**src/ppd_pkg.sv**
```systemverilog
// ----------------------------------------------------------------------------
// ppd_pkg
// Shared widths, register map and reset values for the path point downsampler.
// ----------------------------------------------------------------------------
package ppd_pkg;

  localparam int COORD_WIDTH  = 24;
  localparam int STEP_WIDTH   = 16;
  localparam int THRESH_WIDTH = 50;

  localparam int DATA_WIDTH     = ((3 * COORD_WIDTH + 7) / 8) * 8;
  localparam int CFG_DATA_WIDTH = 64;
  localparam int CFG_ADDR_WIDTH = 5;

  localparam int SQ_WIDTH  = 2 * COORD_WIDTH;
  localparam int SUM_WIDTH = SQ_WIDTH + 2;
  localparam int CMP_WIDTH = (SUM_WIDTH > THRESH_WIDTH) ? SUM_WIDTH : THRESH_WIDTH;

  localparam logic [STEP_WIDTH-1:0]   STEP_RESET   = STEP_WIDTH'(5);
  localparam logic [THRESH_WIDTH-1:0] THRESH_RESET = THRESH_WIDTH'(250000);

  typedef enum logic {
    MODE_STEP = 1'b0,
    MODE_DIST = 1'b1
  } mode_t;

  typedef enum logic [1:0] {
    REG_MODE   = 2'd0,
    REG_STEP   = 2'd1,
    REG_THRESH = 2'd2
  } reg_idx_t;

endpackage

```
**src/path_point_downsampler.sv**
```systemverilog
// ----------------------------------------------------------------------------
// path_point_downsampler
// Flags the points of a streamed 3D path to keep, by step index or distance.
// ----------------------------------------------------------------------------
// Each point is registered in the input stage and then in the result stage;
// out_tvalid rises once the result stage is loaded. Throughput: one point per
// cycle while the output is not stalled, bounded by the loop from the kept-point
// registers through the squared-distance compare back to them.
// Reset (rst_n low, synchronous): pipeline emptied, phase and kept point
// cleared, mode = step, step_size = 5, dist_thresh_sq = 250000.
module path_point_downsampler (
  input  logic                                clk,
  input  logic                                rst_n,
  // in_tdata: x_pos, y_pos, z_pos (lowest bits first)
  input  logic                                in_tvalid,
  output logic                                in_tready,
  input  logic [ppd_pkg::DATA_WIDTH-1:0]      in_tdata,
  input  logic                                in_tlast,
  // in_tuser: path_start
  input  logic                                in_tuser,
  // out_tdata: out_x, out_y, out_z (lowest bits first)
  output logic                                out_tvalid,
  input  logic                                out_tready,
  output logic [ppd_pkg::DATA_WIDTH-1:0]      out_tdata,
  output logic                                out_tlast,
  // out_tuser: keep
  output logic                                out_tuser,
  input  logic                                cfg_psel,
  input  logic                                cfg_penable,
  input  logic                                cfg_pwrite,
  input  logic [ppd_pkg::CFG_ADDR_WIDTH-1:0]  cfg_paddr,
  input  logic [ppd_pkg::CFG_DATA_WIDTH-1:0]  cfg_pwdata,
  output logic [ppd_pkg::CFG_DATA_WIDTH-1:0]  cfg_prdata,
  output logic                                cfg_pready
);
  import ppd_pkg::*;

  localparam int PAD_WIDTH = DATA_WIDTH - 3 * COORD_WIDTH;

  function automatic logic [COORD_WIDTH-1:0] abs_diff(
    input logic signed [COORD_WIDTH-1:0] a,
    input logic signed [COORD_WIDTH-1:0] b
  );
    logic signed [COORD_WIDTH:0] d;
    logic        [COORD_WIDTH:0] m;
    d = {a[COORD_WIDTH-1], a} - {b[COORD_WIDTH-1], b};
    m = d[COORD_WIDTH] ? (~d + 1'b1) : d;
    return m[COORD_WIDTH-1:0];
  endfunction

  // configuration registers
  mode_t                   mode_r;
  logic [STEP_WIDTH-1:0]   step_r;
  logic [THRESH_WIDTH-1:0] thresh_r;
  logic                    cfg_wr;
  reg_idx_t                cfg_idx;

  // input stage
  logic                          s1_valid_r;
  logic signed [COORD_WIDTH-1:0] s1_x_r, s1_y_r, s1_z_r;
  logic                          s1_start_r, s1_end_r;

  // block state
  logic signed [COORD_WIDTH-1:0] kept_x_r, kept_y_r, kept_z_r;
  logic [STEP_WIDTH-1:0]         phase_r;

  // result stage
  logic                          out_valid_r;
  logic signed [COORD_WIDTH-1:0] out_x_r, out_y_r, out_z_r;
  logic                          out_keep_r, out_end_r;

  logic                    adv;
  logic                    in_xfer;
  logic                    fire;
  logic [COORD_WIDTH-1:0]  ax, ay, az;
  logic [SQ_WIDTH-1:0]     sq_x, sq_y, sq_z;
  logic [SUM_WIDTH-1:0]    dist_sq;
  logic                    far;
  logic [STEP_WIDTH-1:0]   phase;
  logic [STEP_WIDTH:0]     phase_inc;
  logic [STEP_WIDTH-1:0]   phase_nxt;
  logic                    keep_nxt;

  assign cfg_pready = 1'b1;
  assign cfg_wr     = cfg_psel & cfg_penable & cfg_pwrite & cfg_pready;
  assign cfg_idx    = reg_idx_t'(cfg_paddr[CFG_ADDR_WIDTH-1:3]);

  always_comb begin
    unique case (cfg_idx)
      REG_MODE:   cfg_prdata = CFG_DATA_WIDTH'(mode_r);
      REG_STEP:   cfg_prdata = CFG_DATA_WIDTH'(step_r);
      REG_THRESH: cfg_prdata = CFG_DATA_WIDTH'(thresh_r);
      default:    cfg_prdata = '0;
    endcase
  end

  always_ff @(posedge clk) begin
    if (!rst_n) begin
      mode_r   <= MODE_STEP;
      step_r   <= STEP_RESET;
      thresh_r <= THRESH_RESET;
    end else if (cfg_wr) begin
      unique case (cfg_idx)
        REG_MODE:   mode_r   <= mode_t'(cfg_pwdata[0]);
        REG_STEP:   step_r   <= cfg_pwdata[STEP_WIDTH-1:0];
        REG_THRESH: thresh_r <= cfg_pwdata[THRESH_WIDTH-1:0];
        default: ;
      endcase
    end
  end

  // handshake
  assign adv       = ~out_valid_r | out_tready;
  assign in_tready = ~s1_valid_r | adv;
  assign in_xfer   = in_tvalid & in_tready;
  assign fire      = s1_valid_r & adv;

  always_ff @(posedge clk) begin
    if (!rst_n) begin
      s1_valid_r <= 1'b0;
    end else begin
      s1_valid_r <= in_xfer | (s1_valid_r & ~adv);
    end
  end

  always_ff @(posedge clk) begin
    if (in_xfer) begin
      s1_x_r     <= in_tdata[COORD_WIDTH-1:0];
      s1_y_r     <= in_tdata[2*COORD_WIDTH-1:COORD_WIDTH];
      s1_z_r     <= in_tdata[3*COORD_WIDTH-1:2*COORD_WIDTH];
      s1_start_r <= in_tuser;
      s1_end_r   <= in_tlast;
    end
  end

  // keep decision
  always_comb begin
    ax      = abs_diff(s1_x_r, kept_x_r);
    ay      = abs_diff(s1_y_r, kept_y_r);
    az      = abs_diff(s1_z_r, kept_z_r);
    sq_x    = ax * ax;
    sq_y    = ay * ay;
    sq_z    = az * az;
    dist_sq = SUM_WIDTH'(sq_x) + SUM_WIDTH'(sq_y) + SUM_WIDTH'(sq_z);
    far     = CMP_WIDTH'(dist_sq) > CMP_WIDTH'(thresh_r);

    phase     = s1_start_r ? '0 : phase_r;
    phase_inc = {1'b0, phase} + 1'b1;
    phase_nxt = (phase_inc >= {1'b0, step_r}) ? '0 : phase_inc[STEP_WIDTH-1:0];

    unique case (mode_r)
      MODE_STEP: keep_nxt = (phase == '0) | s1_end_r;
      MODE_DIST: keep_nxt = s1_start_r | far;
      default:   keep_nxt = 1'b0;
    endcase
  end

  always_ff @(posedge clk) begin
    if (!rst_n) begin
      kept_x_r <= '0;
      kept_y_r <= '0;
      kept_z_r <= '0;
      phase_r  <= '0;
    end else if (fire) begin
      phase_r <= phase_nxt;
      if (keep_nxt) begin
        kept_x_r <= s1_x_r;
        kept_y_r <= s1_y_r;
        kept_z_r <= s1_z_r;
      end
    end
  end

  always_ff @(posedge clk) begin
    if (!rst_n) begin
      out_valid_r <= 1'b0;
    end else if (adv) begin
      out_valid_r <= s1_valid_r;
    end
  end

  always_ff @(posedge clk) begin
    if (fire) begin
      out_x_r    <= s1_x_r;
      out_y_r    <= s1_y_r;
      out_z_r    <= s1_z_r;
      out_keep_r <= keep_nxt;
      out_end_r  <= s1_end_r;
    end
  end

  assign out_tvalid = out_valid_r;
  assign out_tuser  = out_keep_r;
  assign out_tlast  = out_end_r;

  generate
    if (PAD_WIDTH > 0) begin : g_pad
      assign out_tdata = {{PAD_WIDTH{1'b0}}, out_z_r, out_y_r, out_x_r};
    end else begin : g_nopad
      assign out_tdata = {out_z_r, out_y_r, out_x_r};
    end
  endgenerate

endmodule

```
**config.mk**
```make
export PLATFORM = sky130hd
export DESIGN_NAME = path_point_downsampler
export DESIGN_NICKNAME = d
export VERILOG_FILES = /design/src/ppd_pkg.sv /design/src/path_point_downsampler.sv
export SDC_FILE = /design/constraint.sdc
export NUM_CORES = 2
export LEC_CHECK = 0
export BUFFER_PORTS_ARGS = -buffer_cell sky130_fd_sc_hd__buf_2
export CAP_MARGIN = 40
export CORE_ASPECT_RATIO = 2
export CORE_MARGIN = 4
export CORE_UTILIZATION = 68
export DETAILED_ROUTE_END_ITERATION = 10
export PLACE_DENSITY = 0.95
export SYNTH_ARGS = -nofsm -noshare
export SYNTH_HDL_FRONTEND = slang
export SYNTH_SLANG_ARGS = --single-unit
```
**constraint.sdc**
```tcl
create_clock -name clk -period 22.4 [get_ports clk]
set_input_delay 2.24 -clock clk [delete_from_list [all_inputs] [get_ports clk]]
set_output_delay 2.24 -clock clk [all_outputs]
set_load 0.005 [all_outputs]
```
# Word-level counts from Yosys, hierarchy flattened
# Cells that the tools add are included.
# totals
regBits	305
in_bits	150
out_inout_bits	141
wordCells	65
# op_classes
add_sub_neg	9
n_mul	3
n_lt_le_gt_ge	2
eq_ne	2
mux	7
bitwise_logic	17
reduce_logical	6
# op_table
op	count
50-bit one-hot mux with 3 select lines	1
24-bit by 24-bit multiplier with 48-bit output	3
24-bit by 24-bit subtractor with 25-bit output	3
24-bit by 1-bit adder with 24-bit output, second input constant	3
24-bit 2-to-1 mux	3
24-bit inverter	3
49-bit by 48-bit adder with 50-bit output	1
50-bit greater-than comparator	1
48-bit by 48-bit adder with 49-bit output	1
16-bit 2-to-1 mux	2
16-bit by 1-bit adder with 17-bit output, second input constant	1
17-bit by 16-bit >= comparator with 1-bit output	1
16-bit logical NOT	1
2-bit AND reduction	4
1-bit bitwise AND	5
1-bit OR	5
1-bit inverter	4
2-bit by 1-bit == test with 1-bit output, second input constant	1
2-bit == test, second input constant	1
2-bit logical NOT	1
1-bit one-hot mux with 2 select lines	1

# Logic depth before layout (Yosys ltp)
# logic_depth
word_depth	11
depth_mapped	63
mapped_depth_nobuf	60

# Least setup slack after synthesis
# Ideal clock, no wire load.
# synth_path
path_kind	flip-flop to flip-flop
startpoint	reg s1_x_r[0]
endpoint	reg kept_x_r[0]
setup_ps	74
arrival_ps	13856
t_required_ps	22326
slack_ps	8470
path_stages_with_launch	60
path_buffers	3
synth_period_minus_slack_ps	13930
cell_sequence	edfxtp_1 -> inv_1 -> ha_1 -> inv_1 -> fa_1 -> a211o_1 -> a211o_1 -> a21oi_2 -> o221ai_1 -> o211a_1 -> o21ai_1 -> o21ai_1 -> o21a_1 -> clkbuf_1 -> nor2_1 -> xor2_1 -> inv_2 -> nor2_1 -> (+24 left out) -> o21a_1 -> o21a_1 -> nor2_1 -> o21ai_0 -> xor2_1 -> ha_1 -> and4_1 -> a221o_1 -> a221oi_1 -> o21bai_1 -> a221o_1 -> nand2_1 -> nand3_1 -> a21oi_1 -> clkbuf_1 -> clkbuf_1 -> nand3_1 -> o21ai_0
# synth_via
elab_chain_cells	11
# synth_lines
element	line_no	source
start: declaration	path_point_downsampler.sv:60	logic signed [COORD_WIDTH-1:0] s1_x_r, s1_y_r, s1_z_r;
start signal: assignment	path_point_downsampler.sv:128	s1_x_r <= in_tdata[COORD_WIDTH-1:0];
24-bit by 24-bit subtractor with 25-bit output	path_point_downsampler.sv:46	d = {a[COORD_WIDTH-1], a} - {b[COORD_WIDTH-1], b};
24-bit inverter	path_point_downsampler.sv:47	m = d[COORD_WIDTH] ? (~d + 1'b1) : d;
24-bit by 1-bit adder with 24-bit output	path_point_downsampler.sv:47	
24-bit 2-to-1 mux	path_point_downsampler.sv:47	
24-bit by 24-bit multiplier with 48-bit output	path_point_downsampler.sv:141	sq_x = ax * ax;
48-bit by 48-bit adder with 49-bit output	path_point_downsampler.sv:144	dist_sq = SUM_WIDTH'(sq_x) + SUM_WIDTH'(sq_y) + SUM_WIDTH'(sq_z);
49-bit by 48-bit adder with 50-bit output	path_point_downsampler.sv:144	
50-bit greater-than comparator	path_point_downsampler.sv:145	far = CMP_WIDTH'(dist_sq) > CMP_WIDTH'(thresh_r);
1-bit OR	path_point_downsampler.sv:153	MODE_DIST: keep_nxt = s1_start_r | far;
1-bit one-hot mux with 2 select lines	path_point_downsampler.sv:151	unique case (mode_r)
2-bit AND reduction (no line)	n/a	
end signal: assignment	path_point_downsampler.sv:167	kept_x_r <= s1_x_r;
end: declaration	path_point_downsampler.sv:64	logic signed [COORD_WIDTH-1:0] kept_x_r, kept_y_r, kept_z_r;
# Several ways; a longest one is shown, not always the timed one.
# A chain may end at the register's enable or synchronous reset.

# Worst setup path after layout
# layout_path
startpoint	reg s1_x_r[0]
endpoint	reg kept_y_r[22]
# layout_via
elab_chain_cells	11
# layout_lines
element	line_no	source
24-bit by 24-bit subtractor with 25-bit output (*)	path_point_downsampler.sv:46	
24-bit inverter	path_point_downsampler.sv:47	
24-bit by 1-bit adder with 24-bit output	path_point_downsampler.sv:47	
24-bit 2-to-1 mux (*)	path_point_downsampler.sv:47	
24-bit by 24-bit multiplier with 48-bit output (*)	path_point_downsampler.sv:141	
48-bit by 48-bit adder with 49-bit output (*)	path_point_downsampler.sv:144	
49-bit by 48-bit adder with 50-bit output (*)	path_point_downsampler.sv:144	
50-bit greater-than comparator (*)	path_point_downsampler.sv:145	
1-bit OR (*)	path_point_downsampler.sv:153	
1-bit one-hot mux with 2 select lines (*)	path_point_downsampler.sv:151	
2-bit AND reduction (no line) (*)	n/a	
end signal: assignment	path_point_downsampler.sv:168	kept_y_r <= s1_y_r;
end: declaration	path_point_downsampler.sv:64	
# Every way passes the cells marked *; elsewhere a longest branch is shown, timed or not.

==> metrics.md <==
| Metric | Value |
|---|---|
| Asr flop ratio synth | 0 |
| Worst-path clk slew | 0.07 ns |
| Gr usage total | 0.384 |
| WS Path Type | reg -> reg |
| Routability cong. | 1.02 |
| Crit. End Element | flip-flop |
| Unrepaired setup endpoints after global routing | false |
| Largest family of logic cells by synthesized area | adder cells |
| Clk_lat worst skew | 0.62 ns |
| Hold Buf Count CTS | 0 |
| Synthesis Warnings | 0 |
| Period utilisation layout | 0.795 |
| Core Rows | roughly 160 |
| Total I/O pin count | around 290 |
| Cell Area, Placed | 69500 sq um |
| Design Area, Final | 70500 sq um |
| Area of the core | 97300 sq um |
| Status | completed |
| Netlist cell types | 99 |
| Worst-path maximum fanout | 96 |
| Hpwl dp | 162 mm |
| Global route overflow | 0 |
| Remaining DRCs | 0 |
| DR iter-0 viols | between 3k and 4k |
| H-Tree Depth | 1 |
| Die X | 229 um |
| Routed Antenna Nets | 0 |
| Yosys reg bits | just over 300 |
| CTS Buf Count | 27 |
| Crit path DAT | 18.25 ns |
| Final setup vio count | 0 |
| CTS tree | yes |
| Post-cts gate resize count | 0 |
| Post-Synth Simple-Gate Area | 0.112 |
| Via count | 51.3k |
| Clock skew | about 0.023 ns |
| Drt pass-1 iters | 8 |
| Die height | 450 um |
| Rel. slew slack | 0.347 |
| Routed wire length | 193 mm |
| Complex-gate fraction of the synthesized area | 0.0676 |
| Post-synth top flop | dfxtp_1 |
| Max FFs per register | 50 |
| Cells after synthesis | roughly 7k |
| Area Overhead vs Synth | 5.89% |
| Largest reg by FF count | thresh_r |
| WP data required | 22.85 ns |
| Worst Tran Pin Value | approximately 0.97 ns |
| Syn avg cell area | about 9.3 sq um |
| Top delay family on crit path | adder cells |
| CP startpoint kind | flip-flop |
| CTS Buffer Depth | 3 |
| Placed cell count | around 8.5k |
| Initial Utilization | 0.684 |
| Hold_ws | roughly 0.47 ns |
| Mux share of post-synthesis cell area | 0.00139 |
| Avg Vias per Cell | around 6.0 |
| Most used cell, CP | fa_1 |
| Post-synth EDFFs | around 150 |
| Root Buffer Master | clkbuf_16 |
| Sequential fraction of the synthesis area | 0.114 |
| Delay of the slowest cell on the worst path | 0.73 ns |
| Max Freq | 56.2 MHz |
| Post-CTS Setup Bufs | 0 |
| Number of inserted diodes | 0 |
| Setup tns final | 0 ns |
| Initial antenna violation count | 2 |
| Post-synthesis xor/xnor area fraction | 0.0265 |
| Adder-cell share of the synthesized area | 0.554 |
| Synth top area share | 0.438 |
| Final Critical Period | 17.80 ns |
| Pin count of the biggest net entering global routing | 97 |
| Sink Count | about 310 |
| Global-route wire length before repair | 309 mm |
| Min-Delay Path Class | reg -> reg |
| Mapped Area | 66500 sq um |
| Vias in the first global route | 58.7k |
| Buffers on Ports | 258 |
| Detailed-route wire length per cell | between 20 and 25 um |
| Slew Viols, Final | 0 |
| Max Cap Viol | 0 |
| Synth area leaders | fa_1, ha_1, inv_1 |
| Crit path buffers/inverters | 13 |
| Top cell type by total area after synthesis | fa_1 |
| Layout cells sized above 1 | 0.0704 |
| Nets | between 9k and 10k |
| Die area | slightly above 100000 sq um |
| Final std cells w/o fill | approximately 8.5k |
| Slowest-stage cell, CP | buf_4 |
| Final Hold Vio Count | 0 |
==> layout by cell type, fill, tap and decap left out, types with 25 or more instances in the layout <==
cell type	n
inv_1	1931
fa_1	1457
nand2_1	666
ha_1	614
nor2_1	570
buf_2	257
dfxtp_1	157
o21ai_0	149
edfxtp_1	148
a21oi_1	126
xnor2_1	109
nand3_1	101
a21o_1	100
buf_4	99
nand2b_1	69
xor2_1	62
a21boi_0	59
and2_1	46
nor3_1	35
nor2b_1	34
nand4_1	33
o21a_1	32
a22o_1	32
clkbuf_16	28
or2_2	25
==> layout make-up <==
type | instances | area, sq um
multi-input cells | 4648 | 50900
fillers | 6360 | 26800
flip-flops and latches | 305 | 7590
inverters | 1945 | 7300
repair buffers | 366 | 2210
well taps | 1230 | 1540
clock buffers | 32 | 746
clock inverters | 18 | 149
==> worst min-delay path, cell delays in order (launching register included) <==
cell	delay (ns)
dfxtp_1	0.31
nand3_1	0.05
o21ai_0	0.06
==> cells by family (layout without fill, tap and decap cells) <==
| family | count (synthesis) | count (layout) |
|---|---|---|
| buffers and inverters | 2189 | 2361 |
| adder cells (fa/ha/maj) | 2072 | 2072 |
| AND/OR/NAND/NOR | 1686 | 1686 |
| AO/OA/AOI/OAI | 668 | 668 |
| flip-flops | 305 | 305 |
| XOR/XNOR | 198 | 198 |
| multiplexers | 9 | 9 |
| other | 2 | 15 |
==> stage by stage <==
stage | utilization | worst slack [ns]
finish | 0.724 | 4.60
global route | 0.724 | 3.95
CTS | 0.724 | 5.12
detailed placement | 0.714 | 5.18
global placement | 0.713 | 5.57
floorplan | - | 8.47
==> routing by layer <==
| metal | vias to the layer above | track usage | part of all wire | wire, um |
|---|---|---|---|---|
| met4 | 0 | 0.333 | 0.12 | 23000 |
| met3 | 1354 | 0.0734 | 0.088 | 16900 |
| met5 | - | 0 | 0 | 0 |
| met1 | 25200 | 0.403 | 0.30 | 57500 |
| met2 | 3102 | 0.657 | 0.49 | 95300 |
| li1 | 21600 | - | - | - |
==> synthesized netlist by cell type (7+ instances only) <==
cell type,instances
a21boi_0,59
o21bai_1,14
or3_1,20
a31oi_1,16
xor2_1,75
buf_1,13
xnor2_1,119
a221oi_1,7
fa_1,1457
o211ai_1,20
nor4b_1,7
and3_1,15
nor2b_1,35
buf_4,15
o21a_1,32
a21o_1,100
a21oi_1,127
nand4_1,33
o21ai_0,149
o21ai_1,8
o31ai_1,15
clkbuf_1,195
inv_1,1932
a211oi_1,8
nand2_2,10
dfxtp_1,157
nor4_1,10
mux2i_1,7
nor3_1,35
clkinv_1,9
a22o_1,32
edfxtp_1,148
nor2_1,570
ha_1,615
nand2b_1,69
nand2_1,666
nor3b_1,8
buf_2,20
or2_2,25
and2_1,47
nand3_1,101
==> final timing paths <==
check             cells after the start            to         from  slack [ns]
setup / recovery                     56  kept_y_r[22]    s1_x_r[0]        4.60
hold / removal                        2   kept_z_r[6]  kept_z_r[6]        0.47
setup reg to reg                     56  kept_y_r[22]    s1_x_r[0]        4.60
hold reg to reg                       2   kept_z_r[6]  kept_z_r[6]        0.47
Power is not shown: default switching activity piles up to over one toggle a cycle in this logic, so the estimate is an artifact.
